File: config.mk
export PLATFORM = sky130hd
export DESIGN_NAME = bmbc_seq
export DESIGN_NICKNAME = d
export VERILOG_FILES = /design/src/bmbc_pkg.sv /design/src/bmbc_seq.sv
export SDC_FILE = /design/constraint.sdc
export NUM_CORES = 1
export LEC_CHECK = 0
export BUFFER_PORTS_ARGS = -buffer_cell sky130_fd_sc_hd__buf_2
export CAP_MARGIN = 15
export CORE_ASPECT_RATIO = 2
export CORE_MARGIN = 1.5
export CORE_UTILIZATION = 49
export CTS_CLUSTER_DIAMETER = 120
export DETAILED_ROUTE_END_ITERATION = 8
export PLACE_DENSITY = 0.84
export SYNTH_ARGS = -nofsm -noshare
export SYNTH_HDL_FRONTEND = slang
export SYNTH_SLANG_ARGS = --single-unit
File: constraint.sdc
create_clock -name clk -period 3.6 [get_ports clk]
set_input_delay 0.54 -clock clk [delete_from_list [all_inputs] [get_ports clk]]
set_output_delay 0.54 -clock clk [all_outputs]
set_load 0.02 [all_outputs]
File: src/bmbc_pkg.sv
// ----------------------------------------------------------------------------
// bmbc_pkg: shared types and constants for the banked memory bus controller
// Beat payloads, access mode codes, address region codes and the request
// bundle that the sequencer sends to the store.
// ----------------------------------------------------------------------------
`default_nettype none

package bmbc_pkg;

	// Size of one switchable ROM bank
	localparam int unsigned BANK_BYTES = 16384;
	localparam int unsigned BANK_OFF_W = 14;

	// Access mode codes carried in the input beat
	localparam logic [2:0] MODE_RD_BYTE  = 3'd0;
	localparam logic [2:0] MODE_RD_SBYTE = 3'd1;
	localparam logic [2:0] MODE_WR_BYTE  = 3'd2;
	localparam logic [2:0] MODE_RD_WORD  = 3'd3;
	localparam logic [2:0] MODE_WR_WORD  = 3'd4;
	localparam logic [2:0] MODE_LD_MAIN  = 3'd5;
	localparam logic [2:0] MODE_LD_ROM   = 3'd6;

	// Write regions, decoded from address bits [15:13]
	localparam logic [2:0] REGION_RAM_EN = 3'b000;
	localparam logic [2:0] REGION_BANK   = 3'b001;
	localparam logic [2:0] REGION_RO     = 3'b010;
	localparam logic [2:0] REGION_MODE   = 3'b011;

	// Read window of the switchable ROM bank, address bits [15:14]
	localparam logic [1:0] ROM_WINDOW = 2'b01;

	// Value that turns the RAM enable on
	localparam logic [7:0] RAM_EN_KEY = 8'h0A;

	typedef struct packed {
		logic [2:0]  mode;
		logic [15:0] address;
		logic [15:0] write_data;
		logic [19:0] rom_index;
	} in_item_t;

	typedef struct packed {
		logic [15:0] read_data;
		logic        error;
		logic        ram_enabled;
		logic [7:0]  banking_mode;
		logic [7:0]  current_rom_bank;
	} out_item_t;

	// One byte access to the stores
	typedef struct packed {
		logic        main_re;
		logic        main_we;
		logic [15:0] main_addr;
		logic        rom_re;
		logic        rom_we;
		logic [7:0]  bank_num;
		logic [13:0] rom_off;
		logic [7:0]  wdata;
	} mem_req_t;

	typedef enum logic [1:0] {
		ST_IDLE,
		ST_HIGH,
		ST_DONE
	} seq_state_t;

endpackage

`default_nettype wire

File: src/bmbc_seq.sv
// ----------------------------------------------------------------------------
// bmbc_seq: access sequencer
// Splits each beat into byte accesses, decodes writes into the control
// latches or the main store, gathers read bytes and holds the result beat.
// ----------------------------------------------------------------------------
`default_nettype none

module bmbc_seq
	import bmbc_pkg::*;
(
	input  wire logic      clk,
	input  wire logic      arst_n,
	input  wire logic      in_valid,
	output logic           in_ready,
	input  wire in_item_t  in_item,
	output logic           out_valid,
	input  wire logic      out_ready,
	output out_item_t      out_item,
	output mem_req_t       req,
	input  wire logic [7:0] rdata
);

	seq_state_t state_q, state_d;

	in_item_t  item_q;
	logic [7:0] lo_q;
	logic       err_q;
	logic [7:0] bank_q;
	logic       ram_en_q;
	logic [7:0] mode_q;
	out_item_t  out_q;
	logic       out_valid_q;

	logic        acc_go;
	logic [2:0]  acc_mode;
	logic [15:0] acc_addr;
	logic [7:0]  acc_byte;
	logic        rd_op;
	logic        wr_op;
	logic        wr_err;
	logic        is_word;
	logic        out_free;
	logic        finish;
	logic [15:0] rd_result;

	// Select the byte access of this cycle: low byte from the port, high byte from the item
	always_comb begin
		acc_mode = in_item.mode;
		acc_addr = in_item.address;
		acc_byte = in_item.write_data[7:0];
		acc_go   = 1'b0;
		unique case (state_q)
			ST_IDLE: begin
				acc_go = in_valid;
			end
			ST_HIGH: begin
				acc_mode = item_q.mode;
				acc_addr = item_q.address + 16'd1;
				acc_byte = item_q.write_data[15:8];
				acc_go   = 1'b1;
			end
			ST_DONE: begin
				acc_go = 1'b0;
			end
			default: begin
				acc_go = 1'b0;
			end
		endcase
	end

	assign rd_op = (acc_mode == MODE_RD_BYTE) || (acc_mode == MODE_RD_SBYTE)
		|| (acc_mode == MODE_RD_WORD);
	assign wr_op = (acc_mode == MODE_WR_BYTE) || (acc_mode == MODE_WR_WORD);
	assign wr_err = acc_go && wr_op && (acc_addr[15:13] == REGION_RO);
	assign is_word = (in_item.mode == MODE_RD_WORD) || (in_item.mode == MODE_WR_WORD);

	// Build the store request
	always_comb begin
		req           = '0;
		req.main_addr = acc_addr;
		req.bank_num  = bank_q;
		req.rom_off   = acc_addr[13:0];
		req.wdata     = acc_byte;
		if (acc_go) begin
			if (rd_op) begin
				if (acc_addr[15:14] == ROM_WINDOW) begin
					req.rom_re = 1'b1;
				end else begin
					req.main_re = 1'b1;
				end
			end
			if (wr_op && acc_addr[15]) begin
				req.main_we = 1'b1;
			end
			if (acc_mode == MODE_LD_MAIN) begin
				req.main_we = 1'b1;
			end
			if (acc_mode == MODE_LD_ROM) begin
				req.rom_we   = 1'b1;
				req.bank_num = {2'b00, in_item.rom_index[19:14]};
				req.rom_off  = in_item.rom_index[13:0];
			end
		end
	end

	// Update the control latches on writes below the main store
	always_ff @(posedge clk or negedge arst_n) begin
		if (!arst_n) begin
			bank_q   <= 8'd1;
			ram_en_q <= 1'b0;
			mode_q   <= 8'd0;
		end else if (acc_go && wr_op && !acc_addr[15]) begin
			unique case (acc_addr[15:13])
				REGION_RAM_EN: ram_en_q <= (acc_byte == RAM_EN_KEY);
				REGION_BANK:   bank_q   <= (acc_byte == 8'd0) ? 8'd1 : acc_byte;
				REGION_MODE:   mode_q   <= acc_byte;
				REGION_RO:     mode_q   <= mode_q;
				default:       mode_q   <= mode_q;
			endcase
		end
	end

	// Next state
	always_comb begin
		state_d = state_q;
		unique case (state_q)
			ST_IDLE: begin
				if (in_valid) begin
					state_d = is_word ? ST_HIGH : ST_DONE;
				end
			end
			ST_HIGH: state_d = ST_DONE;
			ST_DONE: begin
				if (out_free) begin
					state_d = ST_IDLE;
				end
			end
			default: state_d = ST_IDLE;
		endcase
	end

	// Handshake outputs
	always_comb begin
		in_ready = (state_q == ST_IDLE);
		out_free = !out_valid_q || out_ready;
		finish   = (state_q == ST_DONE) && out_free;
	end

	always_ff @(posedge clk or negedge arst_n) begin
		if (!arst_n) begin
			state_q <= ST_IDLE;
		end else begin
			state_q <= state_d;
		end
	end

	// Hold the item, the low read byte and the error flag
	always_ff @(posedge clk) begin
		if (state_q == ST_IDLE && in_valid) begin
			item_q <= in_item;
			err_q  <= wr_err;
		end
		if (state_q == ST_HIGH) begin
			lo_q  <= rdata;
			err_q <= err_q | wr_err;
		end
	end

	// Shape the read result
	always_comb begin
		unique case (item_q.mode)
			MODE_RD_BYTE:  rd_result = {8'h00, rdata};
			MODE_RD_SBYTE: rd_result = {{8{rdata[7]}}, rdata};
			MODE_RD_WORD:  rd_result = {rdata, lo_q};
			default:       rd_result = 16'h0000;
		endcase
	end

	// Output register
	always_ff @(posedge clk or negedge arst_n) begin
		if (!arst_n) begin
			out_valid_q <= 1'b0;
		end else if (finish) begin
			out_valid_q <= 1'b1;
		end else if (out_ready) begin
			out_valid_q <= 1'b0;
		end
	end

	always_ff @(posedge clk) begin
		if (finish) begin
			out_q.read_data        <= rd_result;
			out_q.error            <= err_q;
			out_q.ram_enabled      <= ram_en_q;
			out_q.banking_mode     <= mode_q;
			out_q.current_rom_bank <= bank_q;
		end
	end

	assign out_valid = out_valid_q;
	assign out_item  = out_q;

endmodule

`default_nettype wire

==> out/results.ini, run 1 <==
[pwr]
finalPower_mw = 3.02
p_leak_nw = 2.34
power_density_nw_per_um2 = 567
irDropWorstVdd_v = 0.000313

[drt]
wl_per_cell_um = 17.0
routed_wl_um = 9920
drt-pass1-iter-count = 4
final_antenna_net_count = 0
viasPerCell = 5.32
vias = 3107
drc = 0
first_iter_violations = 212

[setup_path]
reg2reg_from = state_q[1]
regToRegSetupSlack_ns = 0.85
worst-path-max-fanout = 6
crit_buf_inv = 1
critPathRequiredTime_ns = 3.06
crit_path_end_kind = output pin
startpoint_type = flop
max_stage_delay_ns = 0.51
worstPathArrival_ns = 2.55
path_class = reg2out
crit_path_cell_trace = nand4_1 -> nor4_1 -> xnor2_1 -> o21ai_0 -> nor2b_1 -> nor2_1 -> buf_2
reg2reg_to = mode_q[1]
crit_end = req[49]
cp-startpoint = item_q[38]
critPathTopFamily = simple AND/OR/NAND/NOR gates
reg2reg_depth = 6
worst-path-stages = 7
cp_slowest_cell = o21ai_0

[clock_network]
clk_latency_ns = 0.34
cts_setup_buffers = 0
cts.path.max_buffers = 2
cts_hold_buf = 0
htree_levels = 3
post_cts_resized = 0
cts.reportedPaths.clkPinSlew_ns = 0.06
cts_root_buf = clkbuf_16
clock_sinks = 90
cts_tree = yes
numCtsBuffers = 9

[sta]
finalCritPeriodShare_pct = 85.9
maxSlewHeadroom_pct = 37.6
rsz0062_at_grt = no
slew_violations = 0
period_minus_slack_ns = 3.09
hold_viol_final = 0
max_freq_ghz = 0.323
worst_clock_skew_ns = 0.00277
tightest_slew_ns = 0.934
tns_ns = 0
setup_viol = 0

[synthesis]
synth_simple_gate_area_share_pct = 14.2
synthTopCellsByArea = edfxtp_1, dfrtp_1, mux2_2
synth_top_cell_by_area = edfxtp_1
syn_nets = 396
synth_ff_type = edfxtp_1
synth_cells = 328
synthAdderAreaFrac_pct = 0.301
synth-xor-area-share_pct = 2.95
async_reset_ff_share_pct = 22.2
synth_edf_count = 70
syn_area_um2 = 4160
muxShareOfSynthArea_pct = 12.1
yosysSeqAreaShare_pct = 62.7
synth_top_area_share_pct = 50.6
syn_area_per_cell_um2 = 12.7
synth_top_family_by_area = simple AND/OR/NAND/NOR gates
ys_ff_latch = 90
ys_types = 40
synth_compound_area_share_pct = 5.66
yosysWarnings = 0

[placed_design]
gp_congestion = 0.876
hpwl_um = 7500
portBuffers = 152

[finish]
layout.nets = 549
diodes = 0
layout-drive-gt1-share_pct = 45.9
final_cell_mix = buf_2, edfxtp_1, nand2_1, mux2_2
area_growth_pct = 28.2
final_common_cell = buf_2

[global_route]
antenna_found_initial = 0
grt_pass1_vias = 3117
top_usage_layer = met2
grt_pass1_wl_um = 15200
met1_usage_pct = 24.6
use_met3_pct = 5.41
grt_overflow = 0
grt.total_usage_pct = 23.1
grt_use_met2_pct = 40.8
grt_max_degree = 39

[hold_path]
hp-class = in2async

[floorplanning]
die_y_um = 133
io_pins = 153
initial_core_util_pct = 50.5
die-area_um2 = 9070
die_x_um = 68.1
rows = 47
coreArea_um2 = 8230

[job]
drv_cap = 0

[status]
status = completed

## worst reg2reg max path: stages (launching register included)
cell and delay, ns:
dfrtp_1 0.43, nand2b_1 0.26, buf_4 0.29, or4_4 0.56, nand3_2 0.13, or3b_1 0.59
mux2_4 0.38
## sequential cells by signal (all words and copies together), names as in the netlist
signal and count:
bank_q 8, item_q 27, state_q 2, out_item 34, out_valid 1, err_q 1, lo_q 8, mode_q 8
ram_en_q 1
## per-stage QoR
stage / utilization, % / cell area (um^2) / cells / hold slack [ns] / worst slack [ns]
floorplan: - / 4160 / 328 / 0.244 / 0.786
global placement: 61.0 / 5020 / 568 / 0.436 / 0.909
detailed placement: 61.0 / 5020 / 568 / 0.435 / 0.875
CTS: 64.7 / 5330 / 584 / 0.155 / 0.518
global route: 64.7 / 5330 / 584 / 0.188 / 0.353
finish: 64.7 / 5330 / 584 / 0.151 / 0.507
## metal layers
layer	wire (um)	vias to the layer above
met1	3460	1474
met2	5600	125
met5	0	-
met3	559	21
met4	297	0
li1	-	1487
## cell type report
| type | instances | area [um^2] |
|---|---|---|
| fill | 619 | 2900 |
| sequential | 90 | 2600 |
| multi-input combinational | 217 | 1470 |
| timing repair buffer | 157 | 798 |
| clock buffer | 13 | 292 |
| tap | 98 | 123 |
| inverter | 6 | 22.5 |
| clock inverter | 3 | 18.8 |
## synthesized netlist by cell type (2+ instances only)
library cell / n
a21oi_1: 19
a31oi_1: 2
and2_1: 2
and3_1: 3
buf_2: 3
clkbuf_1: 10
dfrtp_1: 19
edfxtp_1: 70
inv_1: 6
mux2_2: 34
mux2_4: 8
nand2_1: 46
nand2b_1: 6
nand3_1: 5
nand3b_1: 2
nand4_1: 5
nor2_1: 19
nor2b_1: 12
nor3_1: 5
nor3b_1: 3
nor4_1: 2
o211ai_1: 2
o21ai_0: 15
o22ai_1: 2
xnor2_1: 10
xor2_1: 4
## power by group
group | internal (mW) | total (mW) | leakage [nW] | switching, mW
clock | 0.565 | 0.939 | 0.157 | 0.374
combinational | 0.257 | 0.669 | 1.26 | 0.412
sequential | 1.33 | 1.42 | 0.926 | 0.0852
total | 2.15 | 3.02 | 2.34 | 0.871
## worst min path at each step
stage,start,end,slack [ns],depth (start not counted)
after floorplan,arst_n,bank_q[1],0.24,0
after global placement,ram_en_q,out_item[16],0.44,0
after detailed placement,ram_en_q,out_item[16],0.44,0
after CTS,arst_n,bank_q[2],0.15,1
after global routing,arst_n,bank_q[1],0.19,1
final,arst_n,bank_q[2],0.15,1
## cell families after synthesis
group,count (synthesis)
multiplexers,42
adder cells (fa/ha/maj),1
AND/OR/NAND/NOR,117
XOR/XNOR,14
flip-flops,90
buffers and inverters,21
AO/OA/AOI/OAI,43
No activity file was read; power rests on OpenSTA's default activity.
==> run 2, diff against run 1 <==
--- a/config.mk
+++ b/config.mk
@@ -5,7 +5,7 @@
 export SDC_FILE = /design/constraint.sdc
 export NUM_CORES = 1
 export LEC_CHECK = 0
-export BUFFER_PORTS_ARGS = -buffer_cell sky130_fd_sc_hd__buf_2
+export BUFFER_PORTS_ARGS = -buffer_cell sky130_fd_sc_hd__buf_4
 export CAP_MARGIN = 15
 export CORE_ASPECT_RATIO = 2
 export CORE_MARGIN = 1.5
==> run 2 against run 1 <==
Effect of this change: sequential power about the same; wire length increased by 1.4%; die area did not move; first-iteration DRC count grew 13%; critical path depth is 2 higher; largest power group unchanged; highest routed layer unchanged; non-clock buffer count down 1; count of clock-buffer cells in the layout shrank 4; setup slack worse by 0.30 ns; worst hold slack worse by 0.083 ns; clock skew up 0.0047 ns; maximum frequency down 8.8%.
==> out/results.ini, run 2 (synthesized netlist as in run 1, its figures left out) <==
[status]
status = completed

[floorplanning]
rows = 47  ; unchanged
coreArea_um2 = 8230  ; unchanged
die_x_um = 68.1  ; unchanged
initial_core_util_pct = 50.5  ; unchanged
die_y_um = 133  ; unchanged
die-area_um2 = 9070  ; unchanged
io_pins = 153  ; unchanged

[setup_path]
crit_top_cell = nand2_1
startpoint_type = flop
worst-path-max-fanout = 20  ; +14
reg2reg_depth = 6  ; unchanged
path_class = reg2out
cp_slowest_cell = nand2b_1
worstPathArrival_ns = 2.85  ; +0.30 ns
max_stage_delay_ns = 0.47  ; -0.04 ns
crit_path_cell_trace = nand2b_1 -> inv_1 -> nand2_1 -> nand2_1 -> nand2_1 -> nor2_2 -> buf_4 -> mux2_2 -> buf_4
crit_path_end_kind = output pin
critPathRequiredTime_ns = 3.06  ; about the same

[drt]
drc = 0  ; unchanged
final_antenna_net_count = 0  ; unchanged
routed_wl_um = 10000  ; +1.4%
vias = 3159  ; +1.7%
wl_per_cell_um = 17.2  ; +1.5%
viasPerCell = 5.42  ; +1.8%
drt-pass1-iter-count = 4  ; unchanged
first_iter_violations = 240  ; +13%

[sta]
worst_clock_skew_ns = 0.00751  ; +0.00473 ns
finalCritPeriodShare_pct = 94.2  ; +8.3 points
rsz0062_at_grt = no
slew_violations = 0  ; unchanged
hold_viol_final = 0  ; unchanged
tns_ns = 0  ; unchanged
period_minus_slack_ns = 3.39  ; +0.298 ns
maxSlewHeadroom_pct = 36.3  ; -1.3 points
setup_viol = 0  ; unchanged
max_freq_ghz = 0.295  ; -8.8%
tightest_slew_ns = 0.954  ; +0.0201 ns

[pwr]
power_density_nw_per_um2 = 536  ; -5.4%
p_leak_nw = 2.43  ; +3.6%
irDropWorstVdd_v = 0.000278  ; -11%
finalPower_mw = 3.04  ; +0.50%

[placed_design]
portBuffers = 152  ; unchanged
hpwl_um = 7520  ; +0.25%
gp_congestion = 0.930  ; +6.2%
place_inst = 567  ; -0.18%

[clock_network]
clock_sinks = 90  ; unchanged
cts_root_buf = clkbuf_16
cts_hold_buf = 0  ; unchanged
numCtsBuffers = 9  ; unchanged
htree_levels = 3  ; unchanged
cts.reportedPaths.clkPinSlew_ns = 0.07  ; about the same
cts_tree = yes
cts_setup_buffers = 0  ; unchanged
clk_latency_ns = 0.34  ; about the same
cts.path.max_buffers = 2  ; unchanged
post_cts_resized = 0  ; unchanged

[finish]
layout-drive-gt1-share_pct = 45.8  ; -0.11 points
diodes = 0  ; unchanged
final_cell_mix = buf_4, edfxtp_1, nand2_1, mux2_2
layout.nets = 548  ; -0.18%
final_common_cell = buf_4
layout.cells.non_filler = 583  ; -0.17%
area_growth_pct = 36.3
largest_register_ffs = 34  ; unchanged

[global_route]
antenna_found_initial = 0  ; unchanged
grt_pass1_vias = 3133  ; +0.51%
grt_max_degree = 35  ; -10%
grt_overflow = 0  ; unchanged
grt.total_usage_pct = 23.2  ; +0.13 points
grt_pass1_wl_um = 15300  ; +0.73%

[hold_path]
hp-class = in2async

[job]
drv_cap = 0  ; unchanged

run 2: cell count changes in the layout (fill, tap and decap cells not counted), sizes merged:
cell,delta
clkbuf,-4
clkinvlp,+3
buf,-1
clkinv,+1
run 2: per-layer routing:
| layer | up-vias | share of wire [%] | global-route usage, % |
|---|---|---|---|
| met5 | - | 0 | 0 |
| met4 | 0 | 2.6 | 10.3 |
| met3 | 17 | 6.0 | 4.98 |
| met2 | 129 | 57 | 41.5 |
| met1 | 1533 | 34 | 25.0 |
| li1 | 1480 | - | - |
run 2: area by class of cell:
class | instances | area (um^2)
sequential | 90 | 2600
clock buffer | 9 | 225
timing repair buffer | 156 | 1170
tap | 98 | 123
clock inverter | 7 | 46.3
inverter | 6 | 22.5
multi-input combinational | 217 | 1470
fill | 617 | 2570
run 2: critical path, delay by kind of cell (launching register included):
| kind | cells | cell delay, ns |
|---|---|---|
| and+or+nand+nor | 5 | 0.97 |
| buffers and inverters | 3 | 0.69 |
| DFF | 1 | 0.44 |
| muxes | 1 | 0.39 |
run 2: final timing paths:
check,start,to,slack [ns]
max in group asynchronous,arst_n,bank_q[0],3.26
min,arst_n,bank_q[3],0.07
max,state_q[1],req[24],0.21
min in group clk,in_item[35],item_q[35],0.37
max reg2reg,state_q[1],mode_q[6],0.55
min reg2reg,ram_en_q,out_item[16],0.44
run 2: metrics by stage:
stage	cell area, um^2	utilization (%)	hold slack (ns)	setup slack [ns]
6_report	5660	68.8	0.0681	0.209
5_1_grt	5660	68.8	0.0825	0.0770
4_1_cts	5660	68.8	0.0681	0.199
3_5_place_dp	5390	65.5	0.430	0.581
3_3_place_gp	5390	65.5	0.429	0.697
2_1_floorplan	4160	-	0.244	0.786
run 2: power by group:
| part | total [mW] | internal (mW) | switching, mW | leakage (nW) |
|---|---|---|---|---|
| clock | 0.849 | 0.464 | 0.385 | 0.127 |
| combinational | 0.762 | 0.348 | 0.414 | 1.37 |
| sequential | 1.43 | 1.33 | 0.0968 | 0.926 |
| total | 3.04 | 2.14 | 0.895 | 2.43 |
